**src/hdl/q2e_pkg.sv**
```systemverilog
// Shared constants, widths and the arctangent table of the quaternion to Euler angle unit.
// No dependencies; every other file in hdl imports this package.
package q2e_pkg;

    localparam int CORDIC_STEPS = 16;
    localparam int ATAN_LEN     = 24;
    localparam int CORDIC_N     = (CORDIC_STEPS < ATAN_LEN) ? CORDIC_STEPS : ATAN_LEN;

    // Vector and angle widths in the CORDIC, angles in Q.20 radians.
    localparam int CW = 37;
    localparam int AW = 25;

    // Integer square root of a 58-bit radicand, one result bit per stage.
    localparam int SQ_STEPS = 29;
    localparam int SQ_IN_W  = 58;
    localparam int SQ_W     = 60;
    localparam int RT_W     = 29;

    localparam int LATENCY = 2 + SQ_STEPS + 1 + CORDIC_N + 1;

    localparam logic signed [AW-1:0] ANG_PI      = AW'(3294199);
    localparam logic signed [AW-1:0] ANG_PI_HALF = AW'(1647099);
    localparam logic signed [15:0]   OUT_PI      = 16'sd25736;
    localparam logic signed [15:0]   OUT_PI_HALF = 16'sd12868;

    // round(atan(2^-i) * 2^20)
    function automatic logic signed [AW-1:0] atan_q20(input int idx);
        logic signed [AW-1:0] v;
        case (idx)
            0:  v = AW'(823550);
            1:  v = AW'(486170);
            2:  v = AW'(256879);
            3:  v = AW'(130396);
            4:  v = AW'(65451);
            5:  v = AW'(32757);
            6:  v = AW'(16383);
            7:  v = AW'(8192);
            8:  v = AW'(4096);
            9:  v = AW'(2048);
            10: v = AW'(1024);
            11: v = AW'(512);
            12: v = AW'(256);
            13: v = AW'(128);
            14: v = AW'(64);
            15: v = AW'(32);
            16: v = AW'(16);
            17: v = AW'(8);
            18: v = AW'(4);
            19: v = AW'(2);
            20: v = AW'(1);
            default: v = '0;
        endcase
        return v;
    endfunction

endpackage

```
**src/hdl/q2e_isqrt.sv**
```systemverilog
// Pipelined floor integer square root, one result bit per register stage.
// Depends on q2e_pkg for widths and stage count.
module q2e_isqrt
    import q2e_pkg::*;
(
    input  logic               i_clk,
    input  logic               i_en,
    input  logic [SQ_IN_W-1:0] i_radicand,
    output logic [RT_W-1:0]    o_root
);

    logic [SQ_W-1:0] r_rem [0:SQ_STEPS];
    logic [SQ_W-1:0] r_res [0:SQ_STEPS];

    assign r_rem[0] = SQ_W'(i_radicand);
    assign r_res[0] = '0;

    genvar k;
    generate
        for (k = 0; k < SQ_STEPS; k++) begin : g_step
            localparam logic [SQ_W-1:0] BIT =
                {{(SQ_W-1){1'b0}}, 1'b1} << (2 * (SQ_STEPS - 1 - k));
            logic [SQ_W-1:0] trial;
            assign trial = r_res[k] + BIT;
            always_ff @(posedge i_clk) begin
                if (i_en) begin
                    if (r_rem[k] >= trial) begin
                        r_rem[k+1] <= r_rem[k] - trial;
                        r_res[k+1] <= (r_res[k] >> 1) + BIT;
                    end else begin
                        r_rem[k+1] <= r_rem[k];
                        r_res[k+1] <= r_res[k] >> 1;
                    end
                end
            end
        end
    endgenerate

    assign o_root = r_res[SQ_STEPS][RT_W-1:0];

endmodule

```
**config.mk**
```make
export PLATFORM = sky130hd
export DESIGN_NAME = q2e_isqrt
export DESIGN_NICKNAME = d
export VERILOG_FILES = /design/src/hdl/q2e_pkg.sv /design/src/hdl/q2e_isqrt.sv
export SDC_FILE = /design/constraint.sdc
export NUM_CORES = 2
export LEC_CHECK = 0
export BUFFER_PORTS_ARGS = -buffer_cell sky130_fd_sc_hd__buf_2
export CAP_MARGIN = 20
export CORE_MARGIN = 5
export CORE_UTILIZATION = 36
export CTS_BUF_LIST = sky130_fd_sc_hd__clkbuf_2
export DETAILED_ROUTE_END_ITERATION = 8
export GPL_TIMING_DRIVEN = 0
export PLACE_DENSITY = 0.5
export SLEW_MARGIN = 20
export SYNTH_ARGS = -nofsm -noshare
export SYNTH_HDL_FRONTEND = slang
export SYNTH_SLANG_ARGS = --single-unit
```
**constraint.sdc**
```tcl
create_clock -name i_clk -period 9.6 [get_ports i_clk]
set_input_delay 0.96 -clock i_clk [delete_from_list [all_inputs] [get_ports i_clk]]
set_output_delay 0.96 -clock i_clk [all_outputs]
set_load 0.1 [all_outputs]
```
==> results_dict.tcl <==
set metrics [dict create \
    status "completed" \
    fin_crit_sh 0.524 \
    synthCells 7950 \
    root_buffer "clkbuf_2" \
    fill_cells 26500 \
    hp-class "flop to flop" \
    endpoint_kind "flop" \
    cts_tree "yes" \
    tns_ns 0 \
    seq_area_frac_synth 0.629 \
    critPathMostFrequentCell "clkbuf_1" \
    hold_viol_final 0 \
    worstPathArrival_ns 6.62 \
    core.rowCount 194 \
    skew_ns 0.177 \
    path_clk_slew_ns 0.09 \
    worstSetupStartpointType "flop" \
    worstMarginPinSlew_ns 1.13 \
    crit_fanout 10 \
    setup_viol 0 \
    synth_cell_types 92 \
    synth_area_leaders "edfxtp_1 63%, ha_1 5.7%, xor2_1 3.4%" \
    synth_edf_count 2114 \
    grt_usage 0.174 \
    ios 89 \
    crit_family "compound AO/OA/AOI/OAI gates" \
    die_x_um 540 \
    vias_per_cell 5.12 \
    first_pass_iters 6 \
    insertion_delay_ns 1.97 \
    worstSetupPathDepth 11 \
    yosys_warnings 0 \
    ys_async_sr_fraction 0 \
    cts_buffers 575 \
    coreArea_um2 279000 \
    power.leakage_nw 43.1 \
    start_util 0.361 \
    crit_chain "ha_1, clkbuf_1, nand4_1, a21oi_1, o22ai_1, o31ai_1, a31oi_1, clkbuf_1, nor4_1, nand3_1, xnor2_1" \
    drc 0 \
    max_stage_delay_ns 0.80 \
    port_buffers 88 \
    cts_sinks 2114 \
    syn_nets 8470 \
    synth_top_area_frac 0.629 \
    synthesis.area_um2 101000 \
    finalMaxSlewViolations 0 \
    crit_buf_inv 2 \
    final_core_util 0.407 \
    min_period_ns 5.03 \
    antenna_found_initial 18 \
    yosysTopAreaCell "edfxtp_1" \
    area_growth_pct 12.5 \
    finalPower_w 0.0241 \
    min_path_cells 0 \
    postRouteAntennaNets 0 \
    cts_max_level 6 \
    ys.flop_type "edfxtp_1" \
    syn_avg_cell_area_um2 12.7 \
    wirelength_um 261000 \
    reg2reg_depth 11 \
    max_slew_margin 0.241 \
    grt_pass1_vias 66000 \
    postCtsResizedCells 0 \
    critPathSlowestCell "o31ai_1" \
    ir_drop_uv 111 \
    wl_per_cell_um 20.1 \
    dr_total_vias 66400 \
    hpwl_um 193000 \
    overflow 0 \
    final_layout_size_suffix_gt1_frac 0.125 \
    grt_max_degree 151 \
    rsz0062_at_grt "no" \
    gp_congestion 0.876 \
    cts_buffer_depth 4 \
    layout.nets 9329 \
    path_class "flop to flop" \
    cap_violations 0 \
    grt_pass1_wl_um 395000 \
    power_density_nw_per_um2 212 \
    fmax_mhz 199 \
    die_h_um 540 \
    yosysMostFrequentCell "edfxtp_1" \
    ys_top_cells_by_count "2114 x edfxtp_1, 563 x inv_1, 531 x nor2_1, 488 x a21oi_1, 481 x nand2_1" \
    crit_required_ns 11.19 \
    timing.hold.ws_ns 0.376 \
    initialDrtViolationCount 4664 \
    dieArea_um2 291000 \
    synth-seq-cells 2114 \
]
-- cells in the final DEF, fill, tap and decap left out, types with 26 or more instances in the layout --
cell and instances:
xnor2_1 382, nor3_1 208, mux2_2 78, o211ai_1 28
nor4b_1 42, or2_2 44, and3_1 34, inv_1 563
nor2_1 531, ha_1 460, nand2_1 481, dlygate4sd3_1 175
o21ai_0 353, o21a_1 88, buf_2 90, clkbuf_2 797
xor2_1 388, clkbuf_1 131, nor2b_1 67, or4_1 60
clkinv_1 119, a21oi_1 488, nand4_1 118, nand2b_1 92
nand3_1 129, nor4_1 279, a31oi_1 43, o31ai_1 26
o21bai_1 34, a211oi_1 35, or3_1 83, a21o_1 185
edfxtp_1 2114
-- layout make-up --
cell class                      instances  area (um2)  share of cell area
Timing Repair Buffer                  282        2690              0.0237
Clock inverter                        193        1210              0.0107
Antenna cell                           20        50.0            0.000441
Multi-Input combinational cell       5117       34800               0.306
Sequential cell                      2114       63500               0.559
Tap cell                             3724        4660              0.0410
Inverter                              567        2130              0.0187
Clock buffer                          797        3990              0.0351
Buffer                                152         582             0.00512
-- power breakdown --
| part | switching, W | internal, W | total, W |
|---|---|---|---|
| combinational | 0.00313 | 0.00210 | 0.00522 |
| clock | 0.00384 | 0.00258 | 0.00642 |
| sequential | 0.000885 | 0.0116 | 0.0125 |
| total | 0.00785 | 0.0163 | 0.0241 |
-- per-layer routing --
metal	vias to the layer above	GRT usage	wire, um
li1	31900	-	-
met1	32500	0.234	118000
met2	1657	0.286	124000
met3	421	0.0344	13600
met4	10	0.0466	5800
met5	-	0	62
-- worst paths after layout --
check        slack (ns)    endpoint       start
max                4.57  r_rem[157]  r_rem[190]
max reg2reg        4.57  r_rem[157]  r_rem[190]
min                0.38  r_res[189]  r_res[250]
min reg2reg        0.38  r_res[189]  r_res[250]
-- state kept, by name, indices dropped and copies added, names as in the netlist --
name / count
o_root: 29
r_rem: 1679
r_res: 406
-- cell families after synthesis --
logic type / share of synthesized area
AOI/OAI and AO/OA: 0.0905
xor gates and xnor gates: 0.0668
adders and majority gates: 0.0570
buffers and inverters: 0.0268
DFF: 0.629
muxes: 0.00969
other: 0.0000371
and+or+nand+nor: 0.120
-- through the flow --
stage | instances | setup slack [ns] | cell area, um2
after floorplan | 7950 | 6.12 | 101000
after global placement | 11800 | -26.49 | 106000
after detailed placement | 11800 | 4.30 | 107000
after CTS | 12900 | 4.44 | 114000
after global routing | 13000 | 4.03 | 114000
final | 13000 | 4.57 | 114000
-- what timing repair did --
| action | in CTS | in global routing |
|---|---|---|
| buffers inserted | 0 | 0 |
| setup endpoints to repair | 0 | 0 |
| hold buffers | 176 | 0 |
| hold endpoints to repair | 665 | 0 |
Power figures use the tool's default switching activity.
